### config.mk
export PLATFORM = sky130hd
export DESIGN_NAME = sliding_window_duty_cycle_limiter_unit
export DESIGN_NICKNAME = d
export VERILOG_FILES = /design/src/rtl/core/swdcl_pkg.sv /design/src/rtl/core/sliding_window_duty_cycle_limiter_unit.sv
export VERILOG_INCLUDE_DIRS = /design/src /design/src/rtl/core
export SDC_FILE = /design/constraint.sdc
export NUM_CORES = 2
export LEC_CHECK = 0
export ABC_CLOCK_PERIOD_IN_PS = 7400
export BUFFER_PORTS_ARGS = -buffer_cell sky130_fd_sc_hd__buf_2
export CAP_MARGIN = 20
export CORE_MARGIN = 2
export CORE_UTILIZATION = 55
export DETAILED_ROUTE_END_ITERATION = 6
export GPL_TIMING_DRIVEN = 0
export PLACE_DENSITY = 0.73
export REMOVE_ABC_BUFFERS = 1
export SYNTH_ARGS = -nofsm -noshare
export SYNTH_HDL_FRONTEND = slang
export SYNTH_SLANG_ARGS = --single-unit
export TNS_END_PERCENT = 1
### constraint.sdc
create_clock -name clk -period 7.4 [get_ports clk]
set_clock_uncertainty 0.2 [all_clocks]
set_input_delay 1.85 -clock clk [delete_from_list [all_inputs] [get_ports clk]]
set_output_delay 1.85 -clock clk [all_outputs]
set_load 0.03 [all_outputs]
### src/rtl/core/sliding_window_duty_cycle_limiter_unit_defines.svh
// Assertion macros used by the duty-cycle limiter RTL.
`ifndef SLIDING_WINDOW_DUTY_CYCLE_LIMITER_UNIT_DEFINES_SVH
`define SLIDING_WINDOW_DUTY_CYCLE_LIMITER_UNIT_DEFINES_SVH

// Consequent must hold in the same cycle as the antecedent.
`define SWDCL_ASSERT_NOW(lbl, ante, cons, msg) \
	lbl: assert property (@(posedge clk) disable iff (!arst_n) (ante) |-> (cons)) \
		else $error(msg);

// Consequent must hold in the cycle after the antecedent.
`define SWDCL_ASSERT_NEXT(lbl, ante, cons, msg) \
	lbl: assert property (@(posedge clk) disable iff (!arst_n) (ante) |=> (cons)) \
		else $error(msg);

`endif

### src/rtl/core/swdcl_pkg.sv
// Types and constants of the sliding-window duty-cycle limiter.
package swdcl_pkg;

	// History storage.
	localparam int HIST_DEPTH = 64;
	localparam int HIST_AW    = $clog2(HIST_DEPTH);
	localparam int CNT_W      = $clog2(HIST_DEPTH + 1);
	localparam int WIDX_W     = HIST_AW + 1;

	// Field and register widths.
	localparam int WIN_W      = 27;
	localparam int LIM_W      = 17;
	localparam int NOW_W      = 32;
	localparam int AIR_W      = 16;
	localparam int SUM_W      = 32;
	localparam int FRAC_W     = 16;
	localparam int PROD_W     = WIN_W + LIM_W;
	localparam int LHS_W      = SUM_W + 1 + FRAC_W;
	localparam int CFG_IDX_W  = 1;
	localparam int CFG_DATA_W = 27;

	// Register reset values and the Q1.16 value of one.
	localparam logic [WIN_W-1:0] WIN_RESET = WIN_W'(3600000);
	localparam logic [LIM_W-1:0] LIM_RESET = LIM_W'(6554);
	localparam logic [LIM_W-1:0] LIM_ONE   = LIM_W'(65536);

	typedef enum logic [CFG_IDX_W-1:0] {
		CFG_WINDOW = 1'b0,
		CFG_LIMIT  = 1'b1
	} cfg_reg_t;

	typedef enum logic {
		OP_CHECK  = 1'b0,
		OP_RECORD = 1'b1
	} op_t;

	typedef enum logic [2:0] {
		ST_IDLE,
		ST_EV_RD,
		ST_EV_CMP,
		ST_EV_SUB,
		ST_SUM,
		ST_DECIDE,
		ST_DONE
	} state_t;

endpackage

### src/rtl/core/sliding_window_duty_cycle_limiter_unit.sv
// Sequence: after the input transfer, expired records are evicted oldest first by read,
// compare and subtract steps; a kept record ends the walk. Sum and decide steps follow.
// Items are taken one at a time, as the shared 33-bit add/subtract unit walks the history
// one record per eviction step. The next item may be taken while a result waits.
// Reset (arst_n, asynchronous) empties the history, clears the airtime sum and
// loads the window and limit registers with their defaults; no clearing pass.
`include "sliding_window_duty_cycle_limiter_unit_defines.svh"

module sliding_window_duty_cycle_limiter_unit
	import swdcl_pkg::*;
(
	input  logic                  clk,
	input  logic                  arst_n,
	// Configuration write channel.
	input  logic                  cfg_valid,
	output logic                  cfg_ready,
	input  logic [CFG_IDX_W-1:0]  cfg_index,
	input  logic [CFG_DATA_W-1:0] cfg_data,
	// Input item channel.
	input  logic                  in_valid,
	output logic                  in_stall,
	input  logic                  opcode,
	input  logic [NOW_W-1:0]      now_ms,
	input  logic [AIR_W-1:0]      airtime_ms,
	// Result channel.
	output logic                  out_valid,
	input  logic                  out_stall,
	output logic                  allowed,
	output logic [SUM_W-1:0]      used_airtime_ms,
	output logic                  history_full
);

	state_t               state_q, state_d;
	logic [WIN_W-1:0]     window_q;
	logic [LIM_W-1:0]     limit_q;
	logic [HIST_AW-1:0]   oldest_q;
	logic [CNT_W-1:0]     count_q;
	logic [SUM_W-1:0]     sum_q;
	logic                 out_valid_q;

	op_t                  op_q;
	logic [NOW_W-1:0]     now_q;
	logic [AIR_W-1:0]     air_q;
	logic [NOW_W-1:0]     rd_start_q;
	logic [AIR_W-1:0]     rd_air_q;
	logic [SUM_W:0]       sa_q;
	logic [PROD_W-1:0]    prod_q;
	logic                 allowed_res_q;
	logic                 full_res_q;
	logic                 allowed_q;
	logic [SUM_W-1:0]     used_q;
	logic                 hist_full_q;

	logic [NOW_W-1:0]     start_mem [HIST_DEPTH];
	logic [AIR_W-1:0]     air_mem [HIST_DEPTH];

	logic                 in_xfer;
	logic                 out_free;
	logic                 load_out;
	logic                 mem_rd;
	logic                 mem_wr;
	logic                 hist_full;
	logic                 evict_hit;
	logic                 alu_sub;
	logic [SUM_W-1:0]     alu_a;
	logic [SUM_W-1:0]     alu_b;
	logic [SUM_W:0]       alu_res;
	logic [WIDX_W-1:0]    wr_sum;
	logic [HIST_AW-1:0]   wr_idx;
	logic [HIST_AW-1:0]   oldest_inc;
	logic [LHS_W-1:0]     lhs;
	cfg_reg_t             cfg_reg;

	// Configuration is always taken.
	assign cfg_ready = 1'b1;
	assign cfg_reg   = cfg_reg_t'(cfg_index);

	assign in_xfer   = in_valid && !in_stall;
	assign out_free  = !out_valid_q || !out_stall;
	assign hist_full = (count_q == CNT_W'(HIST_DEPTH));

	// Shared add/subtract unit.
	assign alu_res   = alu_sub ? ({1'b0, alu_a} - {1'b0, alu_b})
	                           : ({1'b0, alu_a} + {1'b0, alu_b});
	assign evict_hit = (alu_res < {1'b0, now_q});

	// Append position and oldest-pointer increment, wrapping at the depth.
	assign wr_sum     = WIDX_W'(oldest_q) + WIDX_W'(count_q);
	assign wr_idx     = (wr_sum >= WIDX_W'(HIST_DEPTH)) ?
	                    HIST_AW'(wr_sum - WIDX_W'(HIST_DEPTH)) : HIST_AW'(wr_sum);
	assign oldest_inc = (oldest_q == HIST_AW'(HIST_DEPTH - 1)) ? '0 : oldest_q + 1'b1;

	// Projected use in Q33.16, on the scale of the Q1.16 limit times the window.
	assign lhs = {sa_q, {FRAC_W{1'b0}}};

	// Next-state logic.
	always_comb begin
		state_d = state_q;
		unique case (state_q)
			ST_IDLE: begin
				if (in_valid) begin
					state_d = (count_q == '0) ? ST_SUM : ST_EV_RD;
				end
			end
			ST_EV_RD:  state_d = ST_EV_CMP;
			ST_EV_CMP: state_d = evict_hit ? ST_EV_SUB : ST_SUM;
			ST_EV_SUB: state_d = (count_q == CNT_W'(1)) ? ST_SUM : ST_EV_RD;
			ST_SUM:    state_d = ST_DECIDE;
			ST_DECIDE: state_d = ST_DONE;
			ST_DONE: begin
				if (out_free) begin
					state_d = ST_IDLE;
				end
			end
			default:   state_d = ST_IDLE;
		endcase
	end

	// Control outputs and operand selection of the shared unit.
	always_comb begin
		in_stall = 1'b1;
		mem_rd   = 1'b0;
		mem_wr   = 1'b0;
		load_out = 1'b0;
		alu_sub  = 1'b0;
		alu_a    = sum_q;
		alu_b    = SUM_W'(air_q);
		unique case (state_q)
			ST_IDLE:   in_stall = 1'b0;
			ST_EV_RD:  mem_rd = 1'b1;
			ST_EV_CMP: begin
				alu_a = rd_start_q;
				alu_b = SUM_W'(window_q);
			end
			ST_EV_SUB: begin
				alu_sub = 1'b1;
				alu_b   = SUM_W'(rd_air_q);
			end
			ST_SUM:    ;
			ST_DECIDE: mem_wr = (op_q == OP_RECORD) && !hist_full;
			ST_DONE:   load_out = out_free;
			default:   ;
		endcase
	end

	// Control state: sequencer, configuration, history pointers and sum.
	always_ff @(posedge clk or negedge arst_n) begin
		if (!arst_n) begin
			state_q     <= ST_IDLE;
			window_q    <= WIN_RESET;
			limit_q     <= LIM_RESET;
			oldest_q    <= '0;
			count_q     <= '0;
			sum_q       <= '0;
			out_valid_q <= 1'b0;
		end else begin
			state_q <= state_d;
			if (cfg_valid && cfg_ready) begin
				unique case (cfg_reg)
					CFG_WINDOW: window_q <= cfg_data[WIN_W-1:0];
					CFG_LIMIT:  limit_q  <= (cfg_data[LIM_W-1:0] > LIM_ONE) ?
					                        LIM_ONE : cfg_data[LIM_W-1:0];
				endcase
			end
			// Evict the oldest record, flooring the sum at zero.
			if (state_q == ST_EV_SUB) begin
				sum_q    <= alu_res[SUM_W] ? '0 : alu_res[SUM_W-1:0];
				oldest_q <= oldest_inc;
				count_q  <= count_q - 1'b1;
			end
			// Append with a saturating sum.
			if (mem_wr) begin
				sum_q   <= sa_q[SUM_W] ? '1 : sa_q[SUM_W-1:0];
				count_q <= count_q + 1'b1;
			end
			if (load_out) begin
				out_valid_q <= 1'b1;
			end else if (!out_stall) begin
				out_valid_q <= 1'b0;
			end
		end
	end

	// Item payload, intermediate values and result fields.
	always_ff @(posedge clk) begin
		if (in_xfer) begin
			op_q  <= op_t'(opcode);
			now_q <= now_ms;
			air_q <= airtime_ms;
		end
		if (state_q == ST_SUM) begin
			sa_q   <= alu_res;
			prod_q <= PROD_W'(limit_q) * PROD_W'(window_q);
		end
		if (state_q == ST_DECIDE) begin
			allowed_res_q <= (window_q == '0) || (lhs <= LHS_W'(prod_q));
			full_res_q    <= (op_q == OP_RECORD) && hist_full;
		end
		if (load_out) begin
			allowed_q   <= allowed_res_q;
			used_q      <= (window_q == '0) ? '0 : sum_q;
			hist_full_q <= full_res_q;
		end
	end

	// History memory: one read port, one write port, registered read data.
	always_ff @(posedge clk) begin
		if (mem_rd) begin
			rd_start_q <= start_mem[oldest_q];
			rd_air_q   <= air_mem[oldest_q];
		end
		if (mem_wr) begin
			start_mem[wr_idx] <= now_q;
			air_mem[wr_idx]   <= air_q;
		end
	end

	assign out_valid       = out_valid_q;
	assign allowed         = allowed_q;
	assign used_airtime_ms = used_q;
	assign history_full    = hist_full_q;

	// Checks on the sequencer and the history bookkeeping.
	`SWDCL_ASSERT_NOW(a_count_bound, 1'b1, count_q <= CNT_W'(HIST_DEPTH), "record count above depth")
	`SWDCL_ASSERT_NEXT(a_evict_dec, state_q == ST_EV_SUB, count_q == $past(count_q) - 1'b1, "eviction did not drop one record")
	`SWDCL_ASSERT_NEXT(a_append_inc, mem_wr, count_q == $past(count_q) + 1'b1, "append did not add one record")
	`SWDCL_ASSERT_NOW(a_zero_window_used, out_valid_q && (window_q == '0), used_q == '0, "nonzero use with zero window")

endmodule

==> results.md <==
* Die width at 521 um
* Vias in the first global route at 81807
* WL/cell at 36.8 um
* Crit path max fanout at 5
* Critical path cell sequence: and2b_4, mux2i_4, ha_4, inv_1, a211oi_4, nand2_1, xnor2_1, o211ai_1, o21ai_0, ha_1, or3_1, o31ai_4, o21bai_1, a21oi_1, xnor2_1, ha_1, a2111oi_0, o221ai_1, o211ai_1, a31oi_2, nor3_1, mux2i_2, buf_4, o21ba_1
* Tot GR Track Use at 32.2%
* Post-CTS Hold Fix Bufs at 0
* Seq cells post-synth at 3375
* Power Density at 392 mW/mm^2
* CP arrival at 8.01 ns
* Clock transition at path regs at 0.06 ns
* DRT antenna net count at 0
* Slew margin rel. at 14.6%
* Largest net degree at the start of global routing at 62
* Sequential area share after synthesis at 68.8%
* Hold Crit Class: reg2reg
* # nets final at 8702
* Synthesized area at 0.147 mm^2
* Failing checks: design-rule violations, negative setup slack
* Longest Clk Path Bufs at 4
* Period utilisation layout at 100%
* Status: complete, but fails checks
* Avg Inst Size Synth at 19.4 um^2
* Crit path time final at 7.42 ns
* XOR/XNOR Fraction of Synth Area at 0.615%
* Hold Path Depth at 0
* CP max-delay cell: a2111oi_0
* GP Congestion at 0.883
* Leakage at 56.7 nW
* WP depth at 24
* Die Span Y at 521 um
* Final core occ at 64.3%
* 1st-iter DRT viols at 12956
* Synth area leaders: edfxtp_1 (67%), mux4_2 (15%), fa_1 (5.1%), ha_1 (1.9%), nand2_1 (1.4%)
* Worst EP required at 7.99 ns
* Grt ovf at 0
* Initial antenna violation count at 18
* Pre-CTS setup slack at -1.33 ns
* Fin. max-slew vios at 0
* TritonRoute pass-1 iters at 7
* Vias/cell at 6.84
* CTS tree: yes
* Tot Pwr at 66.8 mW
* Setup violators final at 1
* Buffers on Ports at 117
* Synth unique cells at 95
* Root Driver: clkbuf_16
* Drt drc at 146
* Core box area at 0.265 mm^2
* Ys Warns at 0
* Peak VDD IR at 479 uV
* Crit path max-delay family: compound AO/OA/AOI/OAI gates
* Top_reg_cell synth: edfxtp_1
* Row cnt at 189
* Adder-Cell Fraction of Synth Area at 7.00%
* Largest family of logic cells by synthesized area: multiplexers
* Mapped Cells at 7571
* Maximum operating frequency at 135 MHz
* Crit Path Category: reg2reg
* Via count of the routed design at 81003
* Synth area leader: edfxtp_1
* First-pass GRT wire length at 612000 um
* Clk_lat worst skew at 0.96 ns
* Starting density of the core at 55.3%
* Most frequent cell after synthesis: edfxtp_1
* Synth cell count leaders: edfxtp_1 (3282), mux4_2 (1008), nand2_1 (557)
* Portion of netlist area occupied by mux cells at 15.8%
* Crit path capture type: flip-flop
* Synthesis-to-finish area growth at 16.3%
* Final hold viol count at 0
* Max incr delay on CP at 0.50 ns
* Final WL at 436000 um
* Share of layout cells above drive strength 1 at 26.7%
* Worst path buffer plus inverter count at 2
* # Max-Cap Violations at 0
* Final worst setup slack at -0.0188 ns
* Total CTS buffers at 342
* Worst-Margin Slew at 1.28 ns
* Simple-Gate Fraction of Synth Area at 3.52%
* Fraction of registers with async set/reset at 2.76%
* Share of the synthesized area in the top cell type at 67.2%
* CTS sink cnt at 3375
* Htree depth at 5
* Worst Reg2Reg Path Length in Cells at 24
* Die ar. at 0.271 mm^2
* Number of synthesized flops with an enable pin at 3282
* Post-DP HPWL at 271000 um
* Crit start category: flip-flop
* Synth Area in Compound Gates at 1.98%
* IO Pins at 119
[where the power goes]
part | internal (mW) | leakage [nW] | switching, mW
Sequential | 22.8 | 30.7 | 1.09
Clock | 9.90 | 5.44 | 7.48
Combinational | 11.3 | 20.6 | 14.4
[kinds of logic after synthesis]
family	count (synthesis)
flip-flops	3375
AND/OR/NAND/NOR	1113
multiplexers	1053
buffers and inverters	883
adder cells (fa/ha/maj)	595
AO/OA/AOI/OAI	448
XOR/XNOR	103
other	1
[worst paths after layout]
| path | to | slack, ns | startpoint |
|---|---|---|---|
| hold / removal | allowed | 0.23 | allowed_res_q |
| setup / recovery | state_q[2] | -0.02 | state_q[2] |
| max in group asynchronous | state_q[1] | 5.50 | arst_n |
| setup reg to reg | state_q[2] | -0.02 | state_q[2] |
| hold reg to reg | allowed | 0.23 | allowed_res_q |
| min in group asynchronous | window_q[2] | 0.72 | arst_n |
[metrics by stage]
stage,cells,area [um^2],setup TNS [ns],hold WS [ns]
2_1_floorplan,7170,145000,-,0.200
3_3_place_gp,10820,150000,-,0.206
3_5_place_dp,11167,159000,-4.07,0.209
4_1_cts,11805,170000,0,0.222
5_1_grt,11835,171000,-0.313,0.249
6_report,11846,171000,-0.0188,0.230
[routing by layer]
layer | share of wire, % | track usage [%] | vias to the layer above
met4 | 7.0 | 17.9 | 14
li1 | - | - | 30765
met5 | 0.049 | 0.298 | -
met3 | 13 | 9.24 | 1557
met1 | 34 | 42.2 | 42026
met2 | 46 | 49.1 | 6641
[final cells by class]
type                    count  area (um^2)
diodes                     12         30.0
clock buffers             407         8910
clock inverters           213         2270
fillers                 16823        94700
inverters                 482         1810
multi-input cells        3315        43200
flip-flops and latches   3375       101000
well taps                3533         4420
repair buffers            509         9000
[placed cells by master (no fill, tap or decap), types with 15 or more instances in the layout]
master	count
a21oi_1	123
buf_2	116
a31oi_1	17
nand2_1	555
nand4_1	29
buf_16	160
clkinv_1	68
mux4_2	1008
clkbuf_1	56
clkinv_2	59
buf_12	169
buf_6	18
o211ai_1	24
nor3_1	43
inv_1	480
o21ai_1	17
ha_1	212
dfrtp_1	47
mux2_2	27
buf_4	37
clkbuf_16	344
nor2_4	65
clkinvlp_4	15
nand2b_1	18
and2_1	124
fa_1	376
xnor2_1	56
dfrtp_2	19
a21o_1	37
nand3_1	66
xor2_1	45
o21ai_0	92
nor2b_1	41
edfxtp_1	3282
nor2_1	92
bufinv_16	35
[state kept, by name, indices dropped and copies added (netlist names), 3 cells and up]
register and flops:
start_mem 2048, air_mem 1024, prod_q 44, sa_q 33, now_q 32, rd_start_q 32
sum_q 32, used_airtime_ms 32, window_q 27, limit_q 17, air_q 16, rd_air_q 16
count_q 7, oldest_q 6, state_q 3
[timing repair]
| item | 4_1_cts | 5_1_grt |
|---|---|---|
| pin swaps | 6 | 9 |
| setup buffers | 15 | 26 |
| gates cloned | 3 | 0 |
| endpoints found under the setup margin | 8 | 16 |
| resized for setup | 35 | 45 |
(Power assumes the default switching activity.)
